`config.mk`:
```
export PLATFORM = sky130hd
export DESIGN_NAME = keypad_combination_lock_core
export DESIGN_NICKNAME = d
export VERILOG_FILES = /design/src/design/kclock_pkg.sv /design/src/design/keypad_combination_lock_core.sv /design/src/design/kclock_match.sv
export VERILOG_INCLUDE_DIRS = /design/src /design/src/design
export SDC_FILE = /design/constraint.sdc
export NUM_CORES = 1
export LEC_CHECK = 0
export ABC_AREA = 1
export ABC_CLOCK_PERIOD_IN_PS = 6400
export BUFFER_PORTS_ARGS = -buffer_cell sky130_fd_sc_hd__clkbuf_2
export CORE_MARGIN = 5
export CORE_UTILIZATION = 50
export DETAILED_ROUTE_END_ITERATION = 8
export PLACE_DENSITY_LB_ADDON = 0.2
export SLEW_MARGIN = 10
export SYNTH_ARGS = -nofsm -noshare
export SYNTH_HDL_FRONTEND = slang
export SYNTH_SLANG_ARGS = --single-unit
```
`constraint.sdc`:
```
create_clock -name aclk -period 6.4 [get_ports aclk]
set_clock_uncertainty 0.05 [all_clocks]
set_input_delay 0.32 -clock aclk [delete_from_list [all_inputs] [get_ports aclk]]
set_output_delay 0.32 -clock aclk [all_outputs]
set_load 0.01 [all_outputs]
```
`src/design/keypad_combination_lock_core_assert.svh`:
```
// ----------------------------------------------------------------------------
// Keypad combination lock assertion macros
// Concurrent checks that compile away when SYNTHESIS is defined.
// ----------------------------------------------------------------------------
`ifndef KEYPAD_COMBINATION_LOCK_CORE_ASSERT_SVH
`define KEYPAD_COMBINATION_LOCK_CORE_ASSERT_SVH

`ifndef SYNTHESIS

// Property that must hold at every edge outside reset
`define KCLOCK_ASSERT(label, clk, rstn, prop, msg) \
    label: assert property (@(posedge clk) disable iff (!rstn) (prop)) else $error(msg);

// Trigger in one cycle implies consequence in the next
`define KCLOCK_ASSERT_NEXT(label, clk, rstn, trig, cons, msg) \
    label: assert property (@(posedge clk) disable iff (!rstn) (trig) |=> (cons)) \
        else $error(msg);

`else

`define KCLOCK_ASSERT(label, clk, rstn, prop, msg)
`define KCLOCK_ASSERT_NEXT(label, clk, rstn, trig, cons, msg)

`endif

`endif

```
`src/design/kclock_pkg.sv`:
```
// ----------------------------------------------------------------------------
// Keypad combination lock package
// Shared sizes, key codes, event codes and mode type.
// ----------------------------------------------------------------------------
`timescale 1ns / 1ps

package kclock_pkg;

    // Number of digits in a code
    localparam int CODE_DIGITS = 8;
    // Buffer index and digit counter widths (counter at least 4 bits wide)
    localparam int IDX_W   = (CODE_DIGITS > 1) ? $clog2(CODE_DIGITS) : 1;
    localparam int COUNT_W = ($clog2(CODE_DIGITS + 1) > 4) ? $clog2(CODE_DIGITS + 1) : 4;

    typedef logic [3:0] digit_t;
    typedef digit_t [CODE_DIGITS-1:0] digit_buf_t;

    // Key codes
    localparam logic [3:0] KEY_LAST_DIGIT = 4'd9;   // key for digit 0
    localparam logic [3:0] KEY_CONFIRM    = 4'd10;
    localparam logic [3:0] KEY_CLEAR      = 4'd11;
    localparam logic [3:0] KEY_CLOSE      = 4'd12;
    localparam logic [3:0] KEY_MANUAL     = 4'd13;

    // Configuration register indexes
    localparam logic REG_CODE_WORD    = 1'b0;
    localparam logic REG_MAX_ATTEMPTS = 1'b1;

    // Reset values of the configuration registers
    localparam logic [31:0] CODE_WORD_RESET    = 32'h8644_5131;
    localparam logic [3:0]  MAX_ATTEMPTS_RESET = 4'd3;

    typedef enum logic [1:0] {
        MODE_ENTRY   = 2'd0,
        MODE_GRANTED = 2'd1,
        MODE_MANUAL  = 2'd2
    } lock_mode_t;

    typedef enum logic [2:0] {
        EV_IGNORED = 3'd0,
        EV_DIGIT   = 3'd1,
        EV_GRANTED = 3'd2,
        EV_WRONG   = 3'd3,
        EV_ALARM   = 3'd4,
        EV_CLEARED = 3'd5,
        EV_CLOSED  = 3'd6,
        EV_MANUAL  = 3'd7
    } event_t;

    typedef enum logic [1:0] {
        DRIVE_NONE  = 2'd0,
        DRIVE_OPEN  = 2'd1,
        DRIVE_CLOSE = 2'd2
    } drive_t;

endpackage

```
`src/design/keypad_combination_lock_core.sv`:
```
// ----------------------------------------------------------------------------
// Keypad combination lock core
// Takes one decoded key press per item and returns one lock event per item.
//
//   channel | direction | ports                                  | handshake
//   --------+-----------+----------------------------------------+-----------
//   key     | in        | s_key_index                            | valid/ready
//   event   | out       | m_event_code, m_door_drive,            | valid/ready
//           |           | m_digits_entered, m_error_count,       |
//           |           | m_awaiting_close                       |
//   config  | in        | cfg_we, cfg_index, cfg_wdata           | write only
//
// One item per cycle: the lock state and the output register both load at the
// accepting edge.
// The limit is the single output register: s_ready is low only while a
// result is held and m_ready is low.
// Synchronous active-low reset restores the default code and limit, empties
// the entry and error counts and returns to entry mode. No clearing pass.
// ----------------------------------------------------------------------------
`timescale 1ns / 1ps

`include "keypad_combination_lock_core_assert.svh"

module keypad_combination_lock_core (
    input  logic        aclk,
    input  logic        aresetn,
    // key channel
    input  logic        s_valid,
    output logic        s_ready,
    input  logic [3:0]  s_key_index,
    // event channel
    output logic        m_valid,
    input  logic        m_ready,
    output logic [2:0]  m_event_code,
    output logic [1:0]  m_door_drive,
    output logic [3:0]  m_digits_entered,
    output logic [3:0]  m_error_count,
    output logic        m_awaiting_close,
    // configuration
    input  logic        cfg_we,
    input  logic        cfg_index,
    input  logic [31:0] cfg_wdata
);

    localparam int CW = kclock_pkg::COUNT_W;
    localparam int IW = kclock_pkg::IDX_W;

    logic [31:0] code_word_reg;
    logic [3:0]  max_attempts_reg;

    kclock_pkg::digit_buf_t digit_buf_reg;
    logic [CW-1:0]          digit_count_reg, digit_count_next;
    logic [3:0]             wrong_count_reg, wrong_count_next;
    kclock_pkg::lock_mode_t mode_reg, mode_next;

    logic                   m_valid_reg, m_valid_next;
    kclock_pkg::event_t     event_reg, event_next;
    kclock_pkg::drive_t     drive_reg, drive_next;
    logic [3:0]             digits_reg;
    logic [3:0]             errors_reg;
    logic                   awaiting_reg;

    logic                   accept;
    logic                   buf_we;
    kclock_pkg::digit_t     digit_value;
    logic                   code_match;
    logic [3:0]             wrong_inc;

    assign s_ready = !m_valid_reg || m_ready;
    assign accept  = s_valid && s_ready;

    // Configuration registers
    always_ff @(posedge aclk) begin
        if (!aresetn) begin
            code_word_reg    <= kclock_pkg::CODE_WORD_RESET;
            max_attempts_reg <= kclock_pkg::MAX_ATTEMPTS_RESET;
        end else if (cfg_we) begin
            case (cfg_index)
                kclock_pkg::REG_CODE_WORD:    code_word_reg    <= cfg_wdata;
                kclock_pkg::REG_MAX_ATTEMPTS: max_attempts_reg <= cfg_wdata[3:0];
                default: ;
            endcase
        end
    end

    kclock_match u_match (
        .digit_buf  (digit_buf_reg),
        .code_word  (code_word_reg),
        .code_match (code_match)
    );

    // Key 9 stands for digit 0, keys 0..8 for digits 1..9
    assign digit_value = (s_key_index == kclock_pkg::KEY_LAST_DIGIT) ? 4'd0
                                                                     : s_key_index + 4'd1;
    // Error counter saturates at 15
    assign wrong_inc = (wrong_count_reg == 4'hF) ? wrong_count_reg : wrong_count_reg + 4'd1;

    // Next state and event for the key on the input
    always_comb begin
        digit_count_next = digit_count_reg;
        wrong_count_next = wrong_count_reg;
        mode_next        = mode_reg;
        event_next       = kclock_pkg::EV_IGNORED;
        drive_next       = kclock_pkg::DRIVE_NONE;
        buf_we           = 1'b0;
        case (mode_reg)
            kclock_pkg::MODE_GRANTED, kclock_pkg::MODE_MANUAL: begin
                // door open: only close is taken
                if (s_key_index == kclock_pkg::KEY_CLOSE) begin
                    event_next       = kclock_pkg::EV_CLOSED;
                    drive_next       = (mode_reg == kclock_pkg::MODE_GRANTED)
                                       ? kclock_pkg::DRIVE_CLOSE : kclock_pkg::DRIVE_NONE;
                    digit_count_next = '0;
                    wrong_count_next = '0;
                    mode_next        = kclock_pkg::MODE_ENTRY;
                end
            end
            default: begin
                mode_next = kclock_pkg::MODE_ENTRY;
                if (s_key_index <= kclock_pkg::KEY_LAST_DIGIT) begin
                    // digits beyond a full buffer are dropped
                    if (digit_count_reg < CW'(kclock_pkg::CODE_DIGITS)) begin
                        buf_we           = 1'b1;
                        digit_count_next = digit_count_reg + CW'(1);
                        event_next       = kclock_pkg::EV_DIGIT;
                    end
                end else if (s_key_index == kclock_pkg::KEY_CONFIRM) begin
                    digit_count_next = '0;
                    if (digit_count_reg == CW'(kclock_pkg::CODE_DIGITS) && code_match) begin
                        event_next       = kclock_pkg::EV_GRANTED;
                        drive_next       = kclock_pkg::DRIVE_OPEN;
                        wrong_count_next = '0;
                        mode_next        = kclock_pkg::MODE_GRANTED;
                    end else if (wrong_inc >= max_attempts_reg) begin
                        event_next       = kclock_pkg::EV_ALARM;
                        wrong_count_next = '0;
                    end else begin
                        event_next       = kclock_pkg::EV_WRONG;
                        wrong_count_next = wrong_inc;
                    end
                end else if (s_key_index == kclock_pkg::KEY_CLEAR) begin
                    event_next       = kclock_pkg::EV_CLEARED;
                    digit_count_next = '0;
                    wrong_count_next = '0;
                end else if (s_key_index == kclock_pkg::KEY_CLOSE) begin
                    event_next       = kclock_pkg::EV_CLOSED;
                    drive_next       = kclock_pkg::DRIVE_CLOSE;
                    digit_count_next = '0;
                    wrong_count_next = '0;
                end else if (s_key_index == kclock_pkg::KEY_MANUAL) begin
                    event_next = kclock_pkg::EV_MANUAL;
                    mode_next  = kclock_pkg::MODE_MANUAL;
                end
            end
        endcase
    end

    // Lock state
    always_ff @(posedge aclk) begin
        if (!aresetn) begin
            digit_count_reg <= '0;
            wrong_count_reg <= '0;
            mode_reg        <= kclock_pkg::MODE_ENTRY;
        end else if (accept) begin
            digit_count_reg <= digit_count_next;
            wrong_count_reg <= wrong_count_next;
            mode_reg        <= mode_next;
        end
    end

    // Entry buffer, no reset
    always_ff @(posedge aclk) begin
        if (accept && buf_we) begin
            digit_buf_reg[digit_count_reg[IW-1:0]] <= digit_value;
        end
    end

    // Output register
    assign m_valid_next = accept || (m_valid_reg && !m_ready);

    always_ff @(posedge aclk) begin
        if (!aresetn) begin
            m_valid_reg <= 1'b0;
        end else begin
            m_valid_reg <= m_valid_next;
        end
    end

    always_ff @(posedge aclk) begin
        if (accept) begin
            event_reg    <= event_next;
            drive_reg    <= drive_next;
            digits_reg   <= digit_count_next[3:0];
            errors_reg   <= wrong_count_next;
            awaiting_reg <= (mode_next != kclock_pkg::MODE_ENTRY);
        end
    end

    assign m_valid          = m_valid_reg;
    assign m_event_code     = event_reg;
    assign m_door_drive     = drive_reg;
    assign m_digits_entered = digits_reg;
    assign m_error_count    = errors_reg;
    assign m_awaiting_close = awaiting_reg;

    // Checks
    `KCLOCK_ASSERT(a_count_bound, aclk, aresetn, digit_count_reg <= CW'(kclock_pkg::CODE_DIGITS), "digit count beyond buffer")
    `KCLOCK_ASSERT(a_await_mode, aclk, aresetn, !m_valid_reg || (awaiting_reg == (mode_reg != kclock_pkg::MODE_ENTRY)), "awaiting_close out of step with mode")
    `KCLOCK_ASSERT(a_grant_opens, aclk, aresetn, !m_valid_reg || (event_reg != kclock_pkg::EV_GRANTED) || (drive_reg == kclock_pkg::DRIVE_OPEN), "grant without open drive")
    `KCLOCK_ASSERT_NEXT(a_open_hold, aclk, aresetn, accept && (mode_reg == kclock_pkg::MODE_GRANTED || mode_reg == kclock_pkg::MODE_MANUAL) && (s_key_index != kclock_pkg::KEY_CLOSE), $stable(digit_count_reg) && $stable(wrong_count_reg) && $stable(mode_reg), "door-open mode changed on a non-close key")

endmodule

```
`src/design/kclock_match.sv`:
```
// ----------------------------------------------------------------------------
// Keypad combination lock code compare
// Compares every entered digit with its nibble of the code word.
// ----------------------------------------------------------------------------
`timescale 1ns / 1ps

module kclock_match (
    input  kclock_pkg::digit_buf_t digit_buf,
    input  logic [31:0]            code_word,
    output logic                   code_match
);

    logic [kclock_pkg::CODE_DIGITS-1:0] hit;

    // Digit j is held in nibble (CODE_DIGITS-1-j) mod 8 of the code word
    for (genvar j = 0; j < kclock_pkg::CODE_DIGITS; j++) begin : g_digit
        localparam int POS = (kclock_pkg::CODE_DIGITS - 1 - j) % 8;
        assign hit[j] = (digit_buf[j] == code_word[4*POS +: 4]);
    end

    assign code_match = &hit;

endmodule
```
==> run_results.csv <==
group,metric,value,unit
timing,maxSlewHeadroom,25.1,%
worst_hold_path,worst_hold_path_type,"input port to register",
place,dp_hpwl,6.96,mm
global_routing,track_usage,17.7,%
place,place_area,4830,um2
power_and_ir_drop,p_total,1.27,mW
detailed_routing,num_vias,3465,
final_layout,final_cells,700,
outcome,status,"finished, final reports clean",
logic_synthesis,synth-simple-area-share,23.3,%
power_and_ir_drop,ir_drop,121,uV
timing,hold_viol,0,
clocking,clock-sinks,93,
timing,layout_min_cycle_time,2.69,ns
detailed_routing,post_drt_via_cell_ratio,4.95,
clocking,root_buffer,"clkbuf_8",
logic_synthesis,yosys.area.top_type,"edfxtp_1",
floorplanning,rows,34,
timing,setup_viol,0,
timing,tightest_slew,1.12,ns
logic_synthesis,synthAdderAreaFrac,2.54,%
place,gp_congestion,0.886,
final_layout,syn_to_final_growth,13.6,%
global_routing,grt_pass1_vias,3203,
place,dp_cells,684,
power_and_ir_drop,p_sw_share,25.3,%
clocking,cts_hold_buf,0,
logic_synthesis,ys.warnings.count,0,
final_layout,fin_nets,638,
timing,maxSlewViolCount,0,
global_routing,gr-total-overflow,0,
logic_synthesis,syn-cell-area,4440,um2
timing,setup_slack,3.71,ns
worst_setup_path,arrival,2.96,ns
worst_setup_path,crit_path_start_kind,"register",
logic_synthesis,async_flop_share,0,%
floorplanning,start_util,51.1,%
power_and_ir_drop,cellLeakagePower,2.30,nW
floorplanning,die_h,104,um
timing,min_period_over_period,42.0,%
clocking,clk_path_buf_depth,2,
detailed_routing,drc,0,
logic_synthesis,seq_area_frac_synth,52.3,%
global_routing,grt_start_max_net_pins,39,
detailed_routing,drt-initial-drc-count,146,
place,io_buffer_count,57,
worst_setup_path,worstPathMaxFanout,5,
clocking,post_cts_buffers,0,
logic_synthesis,synth.mux.area_fraction,0,%
job,maxCapViolCount,0,
detailed_routing,drt_pre_antenna_iters,5,
clocking,cts_tree,"built",
floorplanning,fp.dieW,104,um
logic_synthesis,syn_nets,580,
global_routing,grt_pass1_wl,15.7,mm
power_and_ir_drop,p_switching,0.322,mW
logic_synthesis,synth_edf_count,46,
logic_synthesis,synth-compound-area-share,9.92,%
logic_synthesis,synth.area.top_cells,"edfxtp_1 31%, dfxtp_1 21%, nand2_1 9.4%, nor2_1 5.9%, inv_1 5.8%",
logic_synthesis,synth_xor_area_share,4.34,%
power_and_ir_drop,share_comb_of_total_power,13.1,%
floorplanning,dieArea,10900,um2
power_and_ir_drop,seqPwrFrac,53.4,%
final_layout,stdcell_area,5040,um2
logic_synthesis,synthDominantCellAreaShare,31.1,%
place,dp_slack,3.62,ns
logic_synthesis,syn_avg_cell_area,8.39,um2
logic_synthesis,synth.distinct_cells,38,
floorplanning,coreArea,8680,um2
logic_synthesis,synth_top_family_by_area,"simple AND/OR/NAND/NOR gates",
power_and_ir_drop,cellPowerDensity,252,nW/um2
power_and_ir_drop,p_int,0.949,mW
detailed_routing,wire_per_inst,13.7,um
timing,fin_setup_tns,0,ns
detailed_routing,drtAntennaViolNets,0,
clocking,cts_made_buffers,9,
worst_setup_path,endpoint_kind,"register",
clocking,cts.repair.resized,0,
logic_synthesis,synthFlopType,"dfxtp_1",
floorplanning,ios,58,
detailed_routing,drt-total-wl,9.58,mm
final_layout,antennaDiodeCount,0,
clocking,h-tree-depth,3,
timing,clock.fmax,372,MHz
clocking,insertion_delay,0.36,ns
power_and_ir_drop,pwr-share-clk,33.5,%
final_layout,fin_util,58.1,%
final_layout,drive_gt1_share,17.2,%
logic_synthesis,ys_seq_elements,93,
timing,grt_setup_unrepaired,"no",
worst_setup_path,required,6.67,ns
clocking,cts.clk_slew.worst_paths,0.09,ns
global_routing,grt_antenna_before_repair,0,
logic_synthesis,synth_cells,529,
worst_setup_path,setup.worst_path.class,"register to register",
timing,timing.hold.ws,0.125,ns
[cell type report]
cell class,instances,area [um2]
Fill cell,791,3640
Sequential cell,93,2320
Multi-Input combinational cell,347,1780
Timing Repair Buffer,58,293
Inverter,78,293
Clock buffer,11,141
Tap cell,108,135
Clock inverter,5,75.1
[cell usage in the layout (no fill, tap or decap), types with 5 or more instances in the layout]
| cell | netlist | final |
|---|---|---|
| a21oi_1 | 21 | 21 |
| clkbuf_2 | 0 | 57 |
| clkbuf_8 | 0 | 10 |
| dfxtp_1 | 47 | 47 |
| edfxtp_1 | 46 | 46 |
| ha_1 | 9 | 9 |
| inv_1 | 68 | 68 |
| inv_2 | 8 | 8 |
| nand2_1 | 111 | 111 |
| nand3_1 | 22 | 22 |
| nand3b_1 | 5 | 5 |
| nand4_1 | 5 | 5 |
| nor2_1 | 70 | 69 |
| nor2_2 | 10 | 11 |
| o211ai_1 | 5 | 5 |
| o21ai_0 | 36 | 36 |
| xnor2_1 | 17 | 17 |
| xor2_1 | 5 | 5 |
[Yosys cell counts, types with 2 or more instances]
cell type,count
ha_1,9
nor2_2,10
and3_1,3
o21a_1,2
or2_2,2
o211ai_1,5
xnor2_1,17
inv_2,8
nand3b_1,5
nor2b_1,2
nand3_1,22
clkbuf_1,10
nor3_2,2
a21oi_1,21
o21ai_0,36
nor2_1,70
xor2_1,5
nand2_1,111
o21ai_2,2
inv_1,68
nand4_1,5
o21ai_1,4
nor3_1,2
edfxtp_1,46
dfxtp_1,47
o31ai_1,2
clkinv_1,2
[power groups by stage]
stage	Combinational, mW	Sequential [mW]	Clock, mW
2_1_floorplan	0.111	0.691	0
3_3_place_gp	0.163	0.692	0
3_5_place_dp	0.166	0.692	0
4_1_cts	0.167	0.679	0.434
5_1_grt	0.190	0.683	0.460
6_report	0.166	0.679	0.425
[cell families (layout without fill, tap and decap cells)]
logic type               after synthesis  count (layout)
XOR/XNOR                              22              22
buffers and inverters                 89             152
AO/OA/AOI/OAI                         77              77
adder cells (fa/ha/maj)                9               9
flip-flops                            93              93
AND/OR/NAND/NOR                      239             239
[critical path, stage by stage (launching register included)]
cell and delay, ns:
dfxtp_1 0.44, ha_1 0.21, nand2_1 0.10, nor2_1 0.26, nand2_1 0.09, o21a_1 0.13
ha_1 0.27, a21boi_0 0.12, o21ai_0 0.14, nand2_1 0.06, nand2_1 0.05, nand2_1 0.07
nor2_2 0.22, nand3_1 0.11, nand2_1 0.07, nand2_1 0.06, nand3_1 0.08, nand2_1 0.07
inv_1 0.05
[per-layer routing]
metal  up-vias  routed length (um)  track usage (%)  part of all wire, %
met1      1532                4760             26.0                   50
met2       101                4030             25.9                   42
li1       1811                   -                -                    -
met3        21                 587             3.48                  6.1
met5         -                   0                0                    0
met4         0                 199             6.29                  2.1
[path summary, 6_finish.rpt]
| kind | endpoint | start | cells past startpoint | slack (ns) |
|---|---|---|---|---|
| max | wrong_count_reg[3] | wrong_count_reg[0] | 18 | 3.71 |
| min | code_word_reg[26] | cfg_wdata[26] | 3 | 0.13 |
| max reg2reg | wrong_count_reg[3] | wrong_count_reg[0] | 18 | 3.71 |
| min reg2reg | code_word_reg[7] | code_word_reg[7] | 2 | 0.42 |
Note: power is estimated with default switching activity, not from simulation.
